`config.mk`:
```
export PLATFORM = sky130hd
export DESIGN_NAME = nmea_sentence_checksum_framer_core_flat
export DESIGN_NICKNAME = d
export VERILOG_FILES = /design/src/design/nsc_pkg.sv /design/src/design/nsc_rx_if.sv /design/src/design/nsc_verdict_if.sv /design/src/design/nsc_frame_eval.sv /design/src/design/nmea_sentence_checksum_framer_core.sv /design/src/flat_wrapper.sv
export SDC_FILE = /design/constraint.sdc
export NUM_CORES = 1
export LEC_CHECK = 0
export BUFFER_PORTS_ARGS = -buffer_cell sky130_fd_sc_hd__buf_4
export CAP_MARGIN = 20
export CORE_UTILIZATION = 58
export CTS_CLUSTER_DIAMETER = 60
export DETAILED_ROUTE_END_ITERATION = 16
export GPL_ROUTABILITY_DRIVEN = 0
export PLACE_DENSITY_LB_ADDON = 0.12
export REMOVE_ABC_BUFFERS = 1
export SYNTH_ARGS = -nofsm -noshare
export SYNTH_HDL_FRONTEND = slang
export SYNTH_HIERARCHICAL = 1
export SYNTH_SLANG_ARGS = --single-unit
```
`constraint.sdc`:
```
create_clock -name i_clk -period 9.5 [get_ports i_clk]
set_clock_uncertainty 0.2 [all_clocks]
set_input_delay 0.475 -clock i_clk [delete_from_list [all_inputs] [get_ports i_clk]]
set_output_delay 0.475 -clock i_clk [all_outputs]
set_load 0.01 [all_outputs]
```
`src/design/nsc_pkg.sv`:
```
// Shared constants, types and the hex digit decoder for the sentence checksum framer.
`timescale 1ns / 1ps
`default_nettype none

package nsc_pkg;

    // Sentence buffer size in bytes; the last slot ends the sentence as an overflow.
    localparam int BUFFER_BYTES = 128;
    localparam int COUNT_W      = $clog2(BUFFER_BYTES);

    localparam int BYTE_W = 8;
    localparam int POS_W  = 7;
    localparam int ERR_W  = 2;

    // Framing characters.
    localparam logic [BYTE_W-1:0] CH_DOLLAR  = 8'h24;
    localparam logic [BYTE_W-1:0] CH_NEWLINE = 8'h0A;
    localparam logic [BYTE_W-1:0] CH_STAR    = 8'h2A;

    // Shortest sentence position at which a newline can close "$*hh?".
    localparam logic [COUNT_W-1:0] MIN_END_POS = COUNT_W'(5);
    localparam logic [COUNT_W-1:0] LAST_SLOT   = COUNT_W'(BUFFER_BYTES - 1);

    typedef enum logic [ERR_W-1:0] {
        ERR_NONE     = 2'd0,
        ERR_FORMAT   = 2'd1,
        ERR_SUM      = 2'd2,
        ERR_OVERFLOW = 2'd3
    } t_err;

    // One verdict per received byte.
    typedef struct packed {
        logic [BYTE_W-1:0] byte_out;
        logic              in_sentence;
        logic [POS_W-1:0]  position;
        logic              sentence_end;
        logic              sentence_ok;
        logic [BYTE_W-1:0] sum_received;
        logic [BYTE_W-1:0] sum_computed;
        t_err              error_code;
    } t_verdict;

    // Decodes a hex digit, upper or lower case. Bit 4 is set when the byte is a digit.
    function automatic logic [4:0] hex_decode(input logic [BYTE_W-1:0] c);
        logic [BYTE_W-1:0] v;
        v = '0;
        if (c inside {[8'h30:8'h39]}) begin
            v = c - 8'h30;
            return {1'b1, v[3:0]};
        end else if (c inside {[8'h41:8'h46]}) begin
            v = c - 8'h37;
            return {1'b1, v[3:0]};
        end else if (c inside {[8'h61:8'h66]}) begin
            v = c - 8'h57;
            return {1'b1, v[3:0]};
        end
        return 5'd0;
    endfunction

endpackage

`default_nettype wire

```
`src/design/nsc_rx_if.sv`:
```
// Valid/ready channel carrying one received serial byte per beat.
`timescale 1ns / 1ps
`default_nettype none

interface nsc_rx_if;
    logic                      valid;
    logic                      ready;
    logic [nsc_pkg::BYTE_W-1:0] rx_byte;

    modport source (output valid, output rx_byte, input ready);
    modport sink   (input valid, input rx_byte, output ready);
endinterface

`default_nettype wire

```
`src/design/nsc_verdict_if.sv`:
```
// Valid/ready channel carrying one per-byte framing verdict per beat.
`timescale 1ns / 1ps
`default_nettype none

interface nsc_verdict_if;
    logic                       valid;
    logic                       ready;
    logic [nsc_pkg::BYTE_W-1:0] byte_out;
    logic                       in_sentence;
    logic [nsc_pkg::POS_W-1:0]  position;
    logic                       sentence_end;
    logic                       sentence_ok;
    logic [nsc_pkg::BYTE_W-1:0] sum_received;
    logic [nsc_pkg::BYTE_W-1:0] sum_computed;
    logic [nsc_pkg::ERR_W-1:0]  error_code;

    modport source (output valid, output byte_out, output in_sentence, output position,
                    output sentence_end, output sentence_ok, output sum_received,
                    output sum_computed, output error_code, input ready);
    modport sink   (input valid, input byte_out, input in_sentence, input position,
                    input sentence_end, input sentence_ok, input sum_received,
                    input sum_computed, input error_code, output ready);
endinterface

`default_nettype wire

```
`src/design/nsc_frame_eval.sv`:
```
// Sentence framing state and per-byte verdict logic.
`timescale 1ns / 1ps
`default_nettype none

module nsc_frame_eval (
    input  wire logic                       i_clk,
    input  wire logic                       i_rst_n,
    input  wire logic                       i_advance,
    input  wire logic [nsc_pkg::BYTE_W-1:0] i_byte,
    output nsc_pkg::t_verdict               o_verdict
);

    logic                              r_hunting;
    logic [nsc_pkg::COUNT_W-1:0]       r_count;
    logic [nsc_pkg::BYTE_W-1:0]        r_xor;
    logic [nsc_pkg::BYTE_W-1:0]        r_recent [4];

    logic                              n_hunting;
    logic [nsc_pkg::COUNT_W-1:0]       n_count;
    logic [nsc_pkg::BYTE_W-1:0]        n_xor;
    logic                              n_clear;
    logic                              n_shift;

    logic [4:0]                        hi_dig;
    logic [4:0]                        lo_dig;
    logic [nsc_pkg::BYTE_W-1:0]        comp;
    logic [nsc_pkg::BYTE_W-1:0]        recv;

    // The tail "*hh?" has been folded into the running XOR; take it back out.
    assign comp   = r_xor ^ r_recent[0] ^ r_recent[1] ^ r_recent[2] ^ r_recent[3];
    assign hi_dig = nsc_pkg::hex_decode(r_recent[2]);
    assign lo_dig = nsc_pkg::hex_decode(r_recent[1]);
    assign recv   = {hi_dig[3:0], lo_dig[3:0]};

    // Classify the byte, build its verdict and the next framing state.
    always_comb begin
        o_verdict          = '0;
        o_verdict.byte_out = i_byte;
        o_verdict.error_code = nsc_pkg::ERR_NONE;
        n_hunting          = r_hunting;
        n_count            = r_count;
        n_xor              = r_xor;
        n_clear            = 1'b0;
        n_shift            = 1'b0;

        if (i_byte == nsc_pkg::CH_DOLLAR) begin
            o_verdict.in_sentence = 1'b1;
            n_hunting             = 1'b0;
            n_clear               = 1'b1;
            n_count               = nsc_pkg::COUNT_W'(1);
            n_xor                 = '0;
        end else if (r_hunting) begin
            // Echo only while hunting for the start of a sentence.
        end else if (i_byte == nsc_pkg::CH_NEWLINE) begin
            o_verdict.in_sentence  = 1'b1;
            o_verdict.position     = nsc_pkg::POS_W'(r_count);
            o_verdict.sentence_end = 1'b1;
            if (r_count < nsc_pkg::MIN_END_POS || r_recent[3] != nsc_pkg::CH_STAR) begin
                o_verdict.error_code = nsc_pkg::ERR_FORMAT;
            end else begin
                o_verdict.sum_computed = comp;
                if (!hi_dig[4] || !lo_dig[4]) begin
                    o_verdict.error_code = nsc_pkg::ERR_SUM;
                end else begin
                    o_verdict.sum_received = recv;
                    if (recv == comp) begin
                        o_verdict.sentence_ok = 1'b1;
                    end else begin
                        o_verdict.error_code = nsc_pkg::ERR_SUM;
                    end
                end
            end
            n_hunting = 1'b1;
            n_clear   = 1'b1;
            n_count   = '0;
            n_xor     = '0;
        end else if (r_count >= nsc_pkg::LAST_SLOT) begin
            o_verdict.in_sentence  = 1'b1;
            o_verdict.position     = nsc_pkg::POS_W'(r_count);
            o_verdict.sentence_end = 1'b1;
            o_verdict.error_code   = nsc_pkg::ERR_OVERFLOW;
            n_hunting = 1'b1;
            n_clear   = 1'b1;
            n_count   = '0;
            n_xor     = '0;
        end else begin
            o_verdict.in_sentence = 1'b1;
            o_verdict.position    = nsc_pkg::POS_W'(r_count);
            n_xor                 = r_xor ^ i_byte;
            n_shift               = 1'b1;
            n_count               = r_count + nsc_pkg::COUNT_W'(1);
        end
    end

    // Framing state, updated once per evaluated byte.
    always_ff @(posedge i_clk) begin
        if (!i_rst_n) begin
            r_hunting <= 1'b1;
            r_count   <= '0;
            r_xor     <= '0;
            r_recent  <= '{default: '0};
        end else if (i_advance) begin
            r_hunting <= n_hunting;
            r_count   <= n_count;
            r_xor     <= n_xor;
            if (n_clear) begin
                r_recent <= '{default: '0};
            end else if (n_shift) begin
                r_recent[3] <= r_recent[2];
                r_recent[2] <= r_recent[1];
                r_recent[1] <= r_recent[0];
                r_recent[0] <= i_byte;
            end
        end
    end

    // A closed sentence always sends the framer back to hunting.
    a_end_hunts: assert property (@(posedge i_clk) disable iff (!i_rst_n)
        i_advance && o_verdict.sentence_end |=> r_hunting)
        else $error("framer not hunting after sentence end");

    // The byte count never reaches the buffer size.
    a_count_bound: assert property (@(posedge i_clk) disable iff (!i_rst_n)
        r_count <= nsc_pkg::LAST_SLOT)
        else $error("byte count beyond buffer");

    // While hunting the count stays cleared.
    a_hunt_count: assert property (@(posedge i_clk) disable iff (!i_rst_n)
        r_hunting |-> r_count == '0 && r_xor == '0)
        else $error("frame state not cleared while hunting");

endmodule

`default_nettype wire

```
`src/design/nmea_sentence_checksum_framer_core.sv`:
```
// Top level of the sentence checksum framer: input register, evaluation and result register.
`timescale 1ns / 1ps
`default_nettype none

// Takes one received byte per beat on i_rx and returns one verdict per byte on o_res, in
// order. A new byte can be taken in every cycle: the block sustains one byte per clock
// while o_res is being drained. An accepted byte is evaluated from the input register and
// its verdict is loaded into the result register when the evaluation stage advances, that
// is when the result register is empty or o_res is taking its beat. The rate is
// set by the single evaluation stage, which updates the sentence state once per byte.
// Each stage holds its beat under back-pressure, so no beat is dropped or repeated.
// A '$' starts or restarts a sentence; a newline closes it and reports the checksum,
// and a byte landing in the last buffer slot closes it with an overflow error.
module nmea_sentence_checksum_framer_core (
    input  wire logic      i_clk,
    input  wire logic      i_rst_n,
    nsc_rx_if.sink         i_rx,
    nsc_verdict_if.source  o_res
);

    logic                        r_in_valid;
    logic [nsc_pkg::BYTE_W-1:0]  r_in_byte;
    logic                        r_out_valid;
    nsc_pkg::t_verdict           r_out;

    logic                        advance;
    nsc_pkg::t_verdict           verdict;

    // The evaluation stage moves when its result has somewhere to go.
    assign advance    = r_in_valid && (!r_out_valid || o_res.ready);
    assign i_rx.ready = !r_in_valid || advance;

    nsc_frame_eval u_eval (
        .i_clk     (i_clk),
        .i_rst_n   (i_rst_n),
        .i_advance (advance),
        .i_byte    (r_in_byte),
        .o_verdict (verdict)
    );

    // Input register.
    always_ff @(posedge i_clk) begin
        if (!i_rst_n) begin
            r_in_valid <= 1'b0;
        end else if (i_rx.ready) begin
            r_in_valid <= i_rx.valid;
        end
    end

    always_ff @(posedge i_clk) begin
        if (i_rx.ready && i_rx.valid) begin
            r_in_byte <= i_rx.rx_byte;
        end
    end

    // Result register.
    always_ff @(posedge i_clk) begin
        if (!i_rst_n) begin
            r_out_valid <= 1'b0;
        end else if (advance) begin
            r_out_valid <= 1'b1;
        end else if (o_res.ready) begin
            r_out_valid <= 1'b0;
        end
    end

    always_ff @(posedge i_clk) begin
        if (advance) begin
            r_out <= verdict;
        end
    end

    assign o_res.valid        = r_out_valid;
    assign o_res.byte_out     = r_out.byte_out;
    assign o_res.in_sentence  = r_out.in_sentence;
    assign o_res.position     = r_out.position;
    assign o_res.sentence_end = r_out.sentence_end;
    assign o_res.sentence_ok  = r_out.sentence_ok;
    assign o_res.sum_received = r_out.sum_received;
    assign o_res.sum_computed = r_out.sum_computed;
    assign o_res.error_code   = r_out.error_code;

    // A sentence end only ever belongs to a sentence.
    a_end_in_sentence: assert property (@(posedge i_clk) disable iff (!i_rst_n)
        r_out_valid && r_out.sentence_end |-> r_out.in_sentence)
        else $error("sentence end outside a sentence");

    // A passing checksum carries no error and equal sums.
    a_ok_clean: assert property (@(posedge i_clk) disable iff (!i_rst_n)
        r_out_valid && r_out.sentence_ok |->
            r_out.error_code == nsc_pkg::ERR_NONE &&
            r_out.sum_received == r_out.sum_computed && r_out.sentence_end)
        else $error("sentence ok with error or sum mismatch");

    // Verdict fields are quiet on bytes that close nothing.
    a_quiet_fields: assert property (@(posedge i_clk) disable iff (!i_rst_n)
        r_out_valid && !r_out.sentence_end |->
            !r_out.sentence_ok && r_out.sum_received == '0 &&
            r_out.sum_computed == '0 && r_out.error_code == nsc_pkg::ERR_NONE)
        else $error("verdict fields set without sentence end");

endmodule

`default_nettype wire

```
`src/flat_wrapper.sv`:
```
// flat-port wrapper written by rule: the top's interface ports become plain ports
module nmea_sentence_checksum_framer_core_flat 
  (i_clk, i_rst_n, i_rx_valid, i_rx_rx_byte, i_rx_ready, o_res_valid, o_res_byte_out, o_res_in_sentence, o_res_position, o_res_sentence_end, o_res_sentence_ok, o_res_sum_received, o_res_sum_computed, o_res_error_code, o_res_ready);
  nsc_rx_if i_rx_i ();
  nsc_verdict_if o_res_i ();
  input  wire logic i_clk;
  input  wire logic i_rst_n;
  input wire logic [$bits(i_rx_i.valid)-1:0] i_rx_valid;
  input wire logic [$bits(i_rx_i.rx_byte)-1:0] i_rx_rx_byte;
  output wire logic [$bits(i_rx_i.ready)-1:0] i_rx_ready;
  output wire logic [$bits(o_res_i.valid)-1:0] o_res_valid;
  output wire logic [$bits(o_res_i.byte_out)-1:0] o_res_byte_out;
  output wire logic [$bits(o_res_i.in_sentence)-1:0] o_res_in_sentence;
  output wire logic [$bits(o_res_i.position)-1:0] o_res_position;
  output wire logic [$bits(o_res_i.sentence_end)-1:0] o_res_sentence_end;
  output wire logic [$bits(o_res_i.sentence_ok)-1:0] o_res_sentence_ok;
  output wire logic [$bits(o_res_i.sum_received)-1:0] o_res_sum_received;
  output wire logic [$bits(o_res_i.sum_computed)-1:0] o_res_sum_computed;
  output wire logic [$bits(o_res_i.error_code)-1:0] o_res_error_code;
  input wire logic [$bits(o_res_i.ready)-1:0] o_res_ready;
  assign i_rx_i.valid = i_rx_valid;
  assign i_rx_i.rx_byte = i_rx_rx_byte;
  assign i_rx_ready = i_rx_i.ready;
  assign o_res_valid = o_res_i.valid;
  assign o_res_byte_out = o_res_i.byte_out;
  assign o_res_in_sentence = o_res_i.in_sentence;
  assign o_res_position = o_res_i.position;
  assign o_res_sentence_end = o_res_i.sentence_end;
  assign o_res_sentence_ok = o_res_i.sentence_ok;
  assign o_res_sum_received = o_res_i.sum_received;
  assign o_res_sum_computed = o_res_i.sum_computed;
  assign o_res_error_code = o_res_i.error_code;
  assign o_res_i.ready = o_res_ready;
  nmea_sentence_checksum_framer_core u_core (.i_clk(i_clk), .i_rst_n(i_rst_n), .i_rx(i_rx_i), .o_res(o_res_i));
endmodule
```
---- After elaboration in Yosys (flattened, before gate mapping) ----
Index checks and enable logic that the tools add are counted.
storage, ports and cells
  output and inout bits ................... 38
  register bits after elaboration ......... 94
operators by class
  order comparisons ....................... 14
  equal/unequal tests ..................... 5
  reduce and logical (&&, ||, !) cells .... 23
  bitwise gates (word level) .............. 6
  mux-type cells .......................... 47
  add/subtract/negate cells ............... 7
operators by type and width
  cell                   count
  $mux W32               2
  $mux W5                8
  $xor A8 B8 Y8          5
  $mux W17               2
  $ge A8 B7 Y1 const B   4
  $le A8 B7 Y1 const B   4
  $mux W8                4
  $mux W28               1
  $mux W7                4
  $mux W1                20
  $ge A8 B6 Y1 const B   2
  $le A8 B6 Y1 const B   2
  $sub A4 B3 Y4 const B  4
  $mux W2                5
  $mux W9                1
  $eq A8 B4 Y1 const B   1
  $eq A8 B6 Y1 const B   1
  $eq A8 B8 Y1           1
  $logic_and A1 B1 Y1    8
  $ne A8 B6 Y1 const B   1
  $sub A4 B1 Y4 const B  2
  $add A7 B1 Y7 const B  1
  $ge A7 B7 Y1 const B   1
  $lt A7 B3 Y1 const B   1
  other kinds (9)        17

---- Depth between registers and ports, before layout ----
Gate-level depths: netlist of run 1.
  word-level depth ........................ 12
  depth in mapped cells ................... 9
  depth with buffers taken out ............ 8

---- Modules after synthesis ----
Netlist of run 1, hierarchy kept.
modules (own cells, without submodules)
  module                              area each (µm²)  instances  cells each  sequential area each (µm²)
  nsc_frame_eval                      2977.9           1          352         960.9
  nmea_sentence_checksum_framer_core  1425.1           1          53          1361.3

---- Least setup slack after synthesis of run 1 ----
OpenSTA, ideal clock, no wires.
  path type ............................... in2reg
  start ................................... in o_res_ready
  end ..................................... reg u_core/u_eval/r_xor[7] in the netlist's numbering
  path buffers ............................ 1
  library setup time ...................... 0.117 ns
  path slack .............................. 5.890 ns
  stages on the path ...................... 8
  arrival ................................. 3.292 ns
  path through ............................ nor2b_4 nor2b_1 inv_1 a21oi_1 buf_2 nand2_1 xor2_1 nor2_1
between the ends
  longest elaborated chain between the ends .. 3
RTL lines
  what                                RTL line                                  source
  start: declaration                  flat_wrapper.sv:20                        input wire logic [$bits(o_res_i.ready)-1:0] o_res_ready;
  $logic_or A1 B1 Y1                  nmea_sentence_checksum_framer_core.sv:30  assign advance = r_in_valid && (!r_out_valid || o_res.ready);
  $logic_and A1 B1 Y1                 nmea_sentence_checksum_framer_core.sv:30
  named net u_core.advance            nmea_sentence_checksum_framer_core.sv:26  logic advance;
  $reduce_and A2 Y1 (no source line)  n/a
  end signal: assignment              nsc_frame_eval.sv:105                     r_xor <= n_xor;
  end: declaration                    nsc_frame_eval.sv:15                      logic [nsc_pkg::BYTE_W-1:0] r_xor;
The timed path passes the listed nets, and every way through them passes these cells.
A chain may end at the register's enable or synchronous reset.

---- Worst setup path after layout of run 1 ----
  start ................................... reg u_core.r_out_valid (netlist: u_core/o_res.valid)
  end ..................................... reg u_core/u_eval/r_xor[3] in the netlist's numbering
between the ends
  longest elaborated chain between the ends .. 4
RTL lines
  what                                RTL line                                  source
  start: declaration                  nmea_sentence_checksum_framer_core.sv:23  logic r_out_valid;
  start signal: assignment            nmea_sentence_checksum_framer_core.sv:59  r_out_valid <= 1'b0;
  start signal: assignment            nmea_sentence_checksum_framer_core.sv:61  r_out_valid <= 1'b1;
  start signal: assignment            nmea_sentence_checksum_framer_core.sv:63  r_out_valid <= 1'b0;
  $logic_not A1 Y1                    nmea_sentence_checksum_framer_core.sv:30
  $logic_or A1 B1 Y1                  nmea_sentence_checksum_framer_core.sv:30
  $logic_and A1 B1 Y1                 nmea_sentence_checksum_framer_core.sv:30
  named net u_core.advance            nmea_sentence_checksum_framer_core.sv:26
  $reduce_and A2 Y1 (no source line)  n/a
The timed path passes the listed nets, and every way through them passes these cells.

==> results of run 1 <==
==> metal layers <==
layer,vias to the layer above,global-route usage (%),routed length [um]
met1,1440,29.59,3808
met5,-,0,0
li1,1488,-,-
met2,82,35.11,3795
met3,11,3.693,391
met4,0,8.658,110
==> kinds of logic after synthesis <==
kind of cell | Yosys count | share of synthesized area [%]
mux | 2 | 0.4831
flops | 94 | 52.74
xor+xnor | 43 | 9.491
compound gates | 76 | 11.85
buf+inv | 34 | 4.007
fa+ha+maj | 7 | 1.989
simple gates | 149 | 19.44
==> final cells by class <==
class,count,area (um^2)
fill,606,2340
sequential,94,2322
multi-input combinational,277,1912
timing repair buffer,50,375.4
clock buffer,10,127.6
tap,99,123.9
clock inverter,6,61.31
inverter,8,30.03
==> cell usage after synthesis (3+ instances only) <==
library cell and count:
a21oi_1 20, a22oi_1 26, a31oi_1 3, and2_1 11, and3_1 6, buf_2 9, buf_4 8, clkbuf_1 8
dfxtp_1 50, edfxtp_1 44, ha_1 7, inv_1 8, nand2_1 30, nand2b_1 4, nand3_1 4, nand4_1 4
nor2_1 30, nor2b_1 30, nor3_1 6, nor4bb_1 3, o21a_1 4, o21ai_0 9, or2_2 3, xnor2_1 24
xnor3_1 3, xor2_1 16
==> power breakdown <==
| part | internal (uW) | total [uW] | switching, uW |
|---|---|---|---|
| sequential | 433 | 437 | 4.31 |
| clock | 121 | 256 | 134 |
| combinational | 14.9 | 29.7 | 14.8 |
==> registers in the layout, indices dropped and copies added, names as in the netlist <==
signal	flops
u_core/o_res.byte_out	8
u_core/o_res.error_code	2
u_core/o_res.in_sentence	1
u_core/o_res.position	7
u_core/o_res.sentence_end	1
u_core/o_res.sentence_ok	1
u_core/o_res.sum_computed	8
u_core/o_res.sum_received	8
u_core/o_res.valid	1
u_core/r_in_byte	8
u_core/r_in_valid	1
u_core/u_eval/r_count	7
u_core/u_eval/r_hunting	1
u_core/u_eval/r_recent	32
u_core/u_eval/r_xor	8
==> metrics by stage <==
step,setup WS (ps),util (%),total power [uW]
2_1_floorplan,5276,-,458.4
3_3_place_gp,6305,65.32,476.1
3_5_place_dp,6245,65.32,476.8
4_1_cts,6360,67.91,727.9
5_1_grt,6067,67.91,746.3
6_report,6399,67.91,722.4
==> worst paths after layout <==
kind,from,to
worst max-delay path,u_core/o_res.valid,u_core/u_eval/r_xor[3]
worst min-delay path,i_rx_rx_byte[2],u_core/r_in_byte[2]
worst max register to register,u_core/o_res.valid,u_core/u_eval/r_xor[3]
worst min register to register,u_core/u_eval/r_recent[25],u_core/u_eval/r_recent[25]
==> worst max-delay path, delay by kind of cell, from the launching register on <==
| kind | cells | cell delay [ps] |
|---|---|---|
| buffers and inverters | 1 | 200 |
| AOI/OAI and AO/OA | 1 | 830 |
| xor gates and xnor gates | 1 | 200 |
| DFF | 1 | 360 |
| and+or+nand+nor | 4 | 1190 |
==> reports/metrics.cfg, run 1 <==
[outcome]
status=completed

[cells_and_area]
layout_common_cells=buf_4 (50), dfxtp_1 (50), edfxtp_1 (44)
antennaDiodeCount=0
nets=459
final_area_um2=4952
final_cells=544
syn_to_final_growth_pct=12.48
layout-drive-gt1-share_pct=17.98

[global_route]
grt_max_degree=42
antenna_found_initial=0
overflow=0
grt_pass1_vias=2683
grtUsageTotal_pct=21.83
grt_pass1_wl_um=12920

[drt]
drt_pass1_iterations=4
post_drt_wl_per_cell_um=14.90
ant_nets=0
viasPerCell=5.553
drtIter0Drc=191
drc=0
totalWireLength_um=8105
vias=3021

[clock_tree]
cts_setup_buffers=0
cts_sinks=94
cts-buffers-inserted=9
cts_tree=yes
cts_buffer_depth=2
cts.htree.levels=3
cts_hold_buf=0
clkLatencyLatePin_ps=350
cts_resized=0
root_buffer=clkbuf_8
clkTransAtPathRegs_ps=90

[floorplan]
core_area_um2=7292
die_area_um2=7944
dieWidth_um=89.13
std_cell_rows=31
ios=50
start_util_pct=60.38
die_h_um=89.13

[worst_setup_path]
crit_path_max_fanout=41
slowest_delay_ps=830
cp-start-kind=flop
path_cells=nor2b_4 > nor2b_4 > inv_1 > a21oi_1 > nand2_1 > xor2_1 > nor2_1
endpoint_kind=flop
path_common_cell=nor2b_4
cp_data_required_time_ps=9550
worstPathArrival_ps=3150
regToRegSetupSlack_ps=6400
reg2reg_depth=7
slowest_stage=a21oi_1
crit_type=flop to flop

[sta]
fin_tns_setup_ps=0
post-route-min-period_ps=3101
fin_crit_sh_pct=32.65
maxSlewViolCount=0
max_freq_mhz=322.4
finalSetupViolations=0
hold-worst-slack_ps=95.42
rsz0062_at_grt=false
slew_headroom_pct=27.48
hold_viol=0
worst_slew_pin_slew_ps=1085

[placed_design]
port_buffers=49
dpl.hpwl_um=5733
numPlacedInstances=528
place_area_um2=4763

[flow_run]
cap_violations=0

[yosys]
synth_area_um2=4403
synth.distinct_cells=55
synthArstFlopShare_pct=0
synthFlopType=dfxtp_1
yosys_warnings=6
yosys_register_bits=94
synthCells=405
ys_seq_area_share_pct=52.74
synth_top_area_cell=edfxtp_1
yosysTopAreaCellShare_pct=30.01
post_synth.cell_area_avg_um2=10.87
synthTopCellsByArea=edfxtp_1 (30%), dfxtp_1 (23%), xnor2_1 (4.8%), a22oi_1 (4.4%), nor2b_1 (4.3%)
synth_edf_count=44

[power_and_ir_drop]
p_leak_uw=0.001786
power.density_nw_per_um2=145.9
peakVddDrop_v=0.00009317

[min_path]
hold_path_depth=1
min_path_type=input pin to flop

No activity file was read; power rests on OpenSTA's default activity.
==> run 2, diff against run 1 <==
Settings changed: ABC_AREA from default to 1.
Clock period 9.5 ns to 3.1 ns, I/O delays scaled along.
==> reports/metrics.cfg, run 2 <==
[floorplan]
std_cell_rows=32  ; was 31
start_util_pct=60.07  ; was 60.38%
core_area_um2=7727  ; was 7292 um^2
die_h_um=91.46  ; was 89.13 um
dieWidth_um=91.46  ; was 89.13 um
die_area_um2=8365  ; was 7944 um^2
ios=50  ; unchanged

[clock_tree]
clkLatencyLatePin_ps=360  ; was 350 ps
cts_setup_buffers=0  ; unchanged
cts.htree.levels=3  ; unchanged
root_buffer=clkbuf_8  ; unchanged
cts_sinks=94  ; unchanged
cts_buffer_depth=2  ; unchanged
cts_resized=0  ; unchanged
cts_tree=yes  ; unchanged
clkTransAtPathRegs_ps=100  ; was 90 ps
cts-buffers-inserted=9  ; unchanged
cts_hold_buf=12  ; was 0

[yosys]
synth_edf_count=44  ; unchanged
post_synth.cell_area_avg_um2=8.087  ; was 10.87 um^2
synthFlopType=dfxtp_1  ; unchanged
synthArstFlopShare_pct=0  ; unchanged
yosysMostFrequentCell=nand2_1  ; was dfxtp_1
synthCells=574  ; was 405
synth.distinct_cells=38  ; was 55
yosysTopAreaCellShare_pct=28.46  ; was 30.01%
synthTopCellsByArea=edfxtp_1 (28%), dfxtp_1 (22%), nand2_1 (14%), inv_1 (5.7%), a21oi_1 (5.6%)  ; was edfxtp_1 (30%), dfxtp_1 (23%), xnor2_1 (4.8%), a22oi_1 (4.4%), nor2b_1 (4.3%)
yosys_register_bits=94  ; unchanged
yosys_warnings=6  ; unchanged
synth_area_um2=4642  ; was 4403 um^2
ys_seq_area_share_pct=50.03  ; was 52.74%
synth_common_cells=nand2_1 (176), inv_1 (70), a21oi_1 (52)  ; was dfxtp_1 (50), edfxtp_1 (44), nand2_1 (30), nor2_1 (30), nor2b_1 (30)
synth_top_area_cell=edfxtp_1  ; unchanged

[cells_and_area]
antennaDiodeCount=0  ; unchanged
final_util_pct=69.53  ; was 67.91%
syn_to_final_growth_pct=15.74  ; was 12.48%
layout_common_cells=nand2_1 (176), inv_1 (70), buf_4 (52)  ; was buf_4 (50), dfxtp_1 (50), edfxtp_1 (44)
largest_reg_flops=32  ; unchanged
top_register=u_core/u_eval/r_recent  ; unchanged
multi_input_area_um2=1927  ; was 1912 um^2
layout.area.seq_um2=2322  ; unchanged
n_fill_cell=621  ; was 606
layout-drive-gt1-share_pct=14.98  ; was 17.98%
final_common_cell=nand2_1
nets=648  ; was 459
final_cells=736  ; was 544

[global_route]
grt_pass1_vias=3570  ; was 2,683
grt_pass1_wl_um=16010  ; was 12,920 um
grt_max_degree=37  ; was 42
antenna_found_initial=0  ; unchanged
grtUsageTotal_pct=24.13  ; was 21.83%
overflow=0  ; unchanged

[worst_setup_path]
worstPathArrival_ps=2370  ; was 3150 ps
crit_type=flop to flop  ; unchanged
crit_path_max_fanout=9  ; was 41
cp-start-kind=flop  ; unchanged
path_common_cell=nand2_1  ; was nor2b_4
critical_path_buf_inv_count=1  ; unchanged
slowest_stage=dfxtp_1  ; was a21oi_1
endpoint_kind=flop  ; unchanged
cp_top_family=simple AND/OR/NAND/NOR gates  ; unchanged
slowest_delay_ps=510  ; was 830 ps
cp_data_required_time_ps=3010  ; was 9550 ps
path_cells=inv_1 > ha_1 > nand2_1 > nand3_1 > nand2_2 > nand2_1 > o21ai_1 > nand2_1 > nand2_1 > nand3_1 > nor2_1 > nand3_1 > nand2_1 > a21oi_1  ; was nor2b_4 > nor2b_4 > inv_1 > a21oi_1 > nand2_1 > xor2_1 > nor2_1

[power_and_ir_drop]
power_uw=2265  ; was 722.4 uW
clkPwrFrac_pct=37.0  ; was 35.4%
seqPwrFrac_pct=58.8  ; was 60.5%
peakVddDrop_v=0.0003236  ; was 0.00009317 V
p_leak_uw=0.002275  ; was 0.001786 uW
p_switching_uw=517.1  ; was 153.3 uW
p_int_uw=1748  ; was 569.1 uW
combPwrFrac_pct=4.2  ; was 4.1%
power.density_nw_per_um2=421.6  ; was 145.9 nW/um^2
switching_share_pct=22.83  ; was 21.22%

[drt]
drtIter0Drc=222  ; was 191
ant_nets=0  ; unchanged
viasPerCell=5.234  ; was 5.553
post_drt_wl_per_cell_um=13.25  ; was 14.90 um
wl_met1_um=4432  ; was 3808 um
drt_pass1_iterations=5  ; was 4
wl_met3_um=441  ; was 391 um
wl_met2_um=4707  ; was 3795 um
totalWireLength_um=9750  ; was 8105 um
top_layer=met4  ; unchanged
drc=0  ; unchanged
vias=3852  ; was 3,021

[flow_run]
cap_violations=0  ; unchanged

[sta]
maxSlewViolCount=0  ; unchanged
finalSetupViolations=0  ; unchanged
rsz0062_at_grt=false  ; unchanged
slew_headroom_pct=31.20  ; was 27.48%
hold-worst-slack_ps=287.3  ; was 95.42 ps
worst_slew_pin_slew_ps=1031  ; was 1085 ps
max_freq_mhz=406.6  ; was 322.4 MHz
hold_viol=0  ; unchanged
finalWorstSetupSlack_ps=640.8  ; was 6399 ps
fin_crit_sh_pct=79.33  ; was 32.65%
post-route-min-period_ps=2459  ; was 3101 ps

[placed_design]
numPlacedInstances=708  ; was 528
port_buffers=49  ; unchanged
dpl.hpwl_um=6863  ; was 5733 um
pre_cts_slack_ps=662.4  ; was 6245 ps

[min_path]
min_path_type=flop to flop  ; was input pin to flop

[outcome]
status=completed  ; unchanged

## run 2: cell types whose count changed after synthesis, moves of 26 or more
| cell | previous run | this run |
|---|---|---|
| nand2_1 | 30 | 176 |
| a21oi_1 | 20 | 52 |
| a22oi_1 | 26 | 0 |
| inv_1 | 8 | 70 |
| nand3_1 | 4 | 36 |
| nor2b_1 | 30 | 0 |
## run 2: layout make-up
type	instances	share of cell area, %
multi-input cells	386	35.86
inverters	74	5.193
clock inverters	7	1.537
repair buffers	64	9.502
clock buffers	9	2.306
well taps	102	2.375
flip-flops and latches	94	43.22
## run 2: path summary, 6_finish.rpt
kind                                   from                    endpoint  slack, ps  cells past startpoint
setup reg to reg  u_core/u_eval/r_recent[8]  u_core/o_res.error_code[1]        640                     14
setup / recovery  u_core/u_eval/r_recent[8]  u_core/o_res.error_code[1]        640                     14
hold reg to reg   u_core/u_eval/r_recent[7]   u_core/u_eval/r_recent[7]        290                      2
hold / removal    u_core/u_eval/r_recent[7]   u_core/u_eval/r_recent[7]        290                      2
## run 2: power by group through the flow
| stage | clock [uW] | sequential [uW] | combinational [uW] |
|---|---|---|---|
| after global placement | 0 | 1360 | 81.3 |
| after CTS | 855 | 1330 | 95.0 |
| after detailed placement | 0 | 1360 | 83.1 |
| after global routing | 902 | 1330 | 103 |
| after floorplan | 0 | 1370 | 28.5 |
| final | 838 | 1330 | 95.6 |
## run 2: layer usage
layer  up-vias  track usage (%)
met3        16            3.685
met4         0            10.32
met5         -                0
li1       1953                -
met2       109            40.35
met1      1774            31.04
## run 2: cell families (layout without fill, tap and decap cells)
| kind of cell | Yosys count | in the layout | share of synthesized area [%] |
|---|---|---|---|
| AO/OA/AOI/OAI | 73 | 73 | 9.057 |
| adder cells (fa/ha/maj) | 7 | 7 | 1.887 |
| XOR/XNOR | 15 | 15 | 2.830 |
| buffers and inverters | 94 | 154 | 8.706 |
| flip-flops | 94 | 94 | 50.03 |
| AND/OR/NAND/NOR | 291 | 291 | 27.49 |
## run 2: stage by stage
step / setup TNS, ps / cell area [um^2]
2_1_floorplan: -38560 / 4517
3_3_place_gp: 0 / 5046
3_5_place_dp: 0 / 5046
4_1_cts: 0 / 5373
5_1_grt: 0 / 5373
6_report: 0 / 5373
## run 2: worst register-to-register path: stages (launching register included)
cell and delay (ps):
dfxtp_1 510, inv_1 130, ha_1 230, nand2_1 80, nand3_1 150, nand2_2 180, nand2_1 70, o21ai_1 140
nand2_1 80, nand2_1 70, nand3_1 60, nor2_1 100, nand3_1 110, nand2_1 80, a21oi_1 50
==> run 3, diff against run 2 <==
Settings changed: CORE_UTILIZATION 58 to 53.
Clock period 3.1 ns to 2.1 ns, I/O delays scaled along.
==> reports/metrics.cfg, run 3 (synthesis results as in run 2) <==
[outcome]
status=finished with violations  ; was completed
failed_checks=negative setup slack

[worst_setup_path]
reg2reg_from=u_core/u_eval/r_recent[8]  ; unchanged
regToRegSetupSlack_ps=-90  ; was 640 ps
reg2reg_depth=13  ; was 14
crit_path_max_fanout=6  ; was 9
worstPathArrival_ps=2110  ; was 2370 ps
endpoint_kind=flop  ; unchanged
cp-start-kind=flop  ; unchanged
timing.rr.end=u_core/o_res.error_code[1]  ; unchanged
crit_type=flop to flop  ; unchanged
cp_data_required_time_ps=2010  ; was 3010 ps

[drt]
drtIter0Drc=186  ; was 222
viasPerCell=5.186  ; was 5.234
totalWireLength_um=10490  ; was 9750 um
vias=4050  ; was 3,852
wl_met3_um=550  ; was 441 um
wl_met1_um=4558  ; was 4432 um
top_layer=met4  ; unchanged
wl_met2_um=5240  ; was 4707 um
ant_nets=0  ; unchanged
drc=0  ; unchanged
drt_pass1_iterations=5  ; unchanged
post_drt_wl_per_cell_um=13.43  ; was 13.25 um

[power_and_ir_drop]
combPwrFrac_pct=4.6  ; was 4.2%
seqPwrFrac_pct=60.7  ; was 58.8%
peakVddDrop_v=0.0003420  ; was 0.0003236 V
p_int_uw=2463  ; was 1748 uW
power.density_nw_per_um2=550.4  ; was 421.6 nW/um^2
p_switching_uw=774.4  ; was 517.1 uW
switching_share_pct=23.92  ; was 22.83%
clkPwrFrac_pct=34.7  ; was 37.0%
p_leak_uw=0.002494  ; was 0.002275 uW

[clock_tree]
clkLatencyLatePin_ps=350  ; was 360 ps
cts-buffers-inserted=9  ; unchanged
clkTransAtPathRegs_ps=100  ; about the same
cts.htree.levels=3  ; unchanged
cts_sinks=94  ; unchanged
cts_tree=yes  ; unchanged
cts_buffer_depth=2  ; unchanged
root_buffer=clkbuf_8  ; unchanged

[floorplan]
ios=50  ; unchanged
std_cell_rows=33  ; was 32
start_util_pct=55.66  ; was 60.07%
core_area_um2=8341  ; was 7727 um^2
die_area_um2=9136  ; was 8365 um^2
dieWidth_um=95.59  ; was 91.46 um
die_h_um=95.59  ; was 91.46 um

[sta]
hold_viol=0  ; unchanged
worst_slew_pin_slew_ps=593.4  ; was 1031 ps
finalWorstSetupSlack_ps=-93.40  ; was 640.8 ps
slew_headroom_pct=60.40  ; was 31.20%
finalSetupViolations=2  ; was 0
post-route-min-period_ps=2193  ; was 2459 ps
rsz0062_at_grt=true  ; was false
fin_crit_sh_pct=104.4  ; was 79.33%
fin_tns_setup_ps=-154.7  ; was 0 ps
max_freq_mhz=455.9  ; was 406.6 MHz
maxSlewViolCount=0  ; unchanged

[placed_design]
dpl.hpwl_um=7316  ; was 6863 um
numPlacedInstances=748  ; was 708
pre_cts_slack_ps=-95.36  ; was 662.4 ps
place_area_um2=5340  ; was 5046 um^2
port_buffers=49  ; unchanged

[cells_and_area]
syn_to_final_growth_pct=26.71  ; was 15.74%
layout_common_cells=nand2_1 (168), buf_4 (90), inv_1 (65)  ; was nand2_1 (176), inv_1 (70), buf_4 (52)
layout-drive-gt1-share_pct=26.04  ; was 14.98%
top_register=u_core/u_eval/r_recent  ; unchanged
final_common_cell=nand2_1  ; unchanged
final_area_um2=5882  ; was 5373 um^2
nets=690  ; was 648
final_util_pct=70.52  ; was 69.53%
largest_reg_flops=32  ; unchanged
final_cells=781  ; was 736
antennaDiodeCount=0  ; unchanged

[global_route]
grtUsageTotal_pct=23.25  ; was 24.13%
overflow=0  ; unchanged
grt_max_degree=37  ; unchanged
grt_pass1_wl_um=16170  ; was 16,010 um
antenna_found_initial=0  ; unchanged
grt_pass1_vias=3640  ; was 3,570

[min_path]
worstHoldStart=i_rx_rx_byte[5]  ; was u_core/u_eval/r_recent[7]
hold_path_depth=2  ; unchanged
min_path_type=input pin to flop  ; was flop to flop
hold-path-endpoint=u_core/r_in_byte[5]  ; was u_core/u_eval/r_recent[7]

[flow_run]
cap_violations=0  ; unchanged

## run 3: power groups by stage
stage / Clock [uW] / Combinational [uW] / Sequential (uW)
2_1_floorplan: 0 / 42.1 / 2020
3_3_place_gp: 0 / 125 / 2010
3_5_place_dp: 0 / 130 / 2010
4_1_cts: 1140 / 147 / 1970
5_1_grt: 1210 / 162 / 1970
6_report: 1120 / 150 / 1960
## run 3: stage by stage
stage          total power (uW)  hold WS [ps]
6_report                   3237         266.1
4_1_cts                    3255         253.4
5_1_grt                    3342         246.0
3_5_place_dp               2139         84.44
2_1_floorplan              2061        -26.10
3_3_place_gp               2133         82.85
## run 3: critical path, cell delays in order, from the launching register on
cell and delay [ps]:
dfxtp_4 380, buf_6 120, buf_6 120, ha_2 170, xor2_1 200, nand2_1 110
o21ai_2 100, nand2_1 80, nand2_1 50, nand3_1 60, nor2_1 100, nand3_1 110
nand2_1 110, a21oi_2 50
## run 3: how the worst max path moves through the flow
stage                                from                         end  slack (ps)
2_1_floorplan          u_core/o_res.valid    u_core/u_eval/r_count[4]       -1930
3_3_place_gp   u_core/u_eval/r_recent[16]  u_core/o_res.error_code[1]         -20
3_5_place_dp    u_core/u_eval/r_recent[8]  u_core/o_res.error_code[1]        -100
4_1_cts        u_core/u_eval/r_recent[16]  u_core/o_res.error_code[1]         -10
5_1_grt         u_core/u_eval/r_recent[8]  u_core/o_res.error_code[1]        -210
6_report        u_core/u_eval/r_recent[8]  u_core/o_res.error_code[1]         -90
## run 3: layer usage
layer | up-vias | track usage [%]
li1 | 2036 | -
met1 | 1864 | 29.64
met2 | 136 | 39.76
met3 | 14 | 4.067
met4 | 0 | 7.836
met5 | - | 0
## run 3: layout make-up
cell class	instances	area, um^2
fillers	642	2459
flip-flops and latches	94	2337
multi-input cells	386	2092
repair buffers	106	849.6
inverters	74	290.3
well taps	105	131.4
clock buffers	9	123.9
clock inverters	7	57.56
## run 3: what timing repair did
item | in CTS | in global routing
hold buffers | 12 | 0
setup endpoints to repair | 2 | 24
setup buffers | 1 | 4
gates resized for setup | 12 | 49
pin swaps | 1 | 20
hold endpoints to repair | 17 | 0
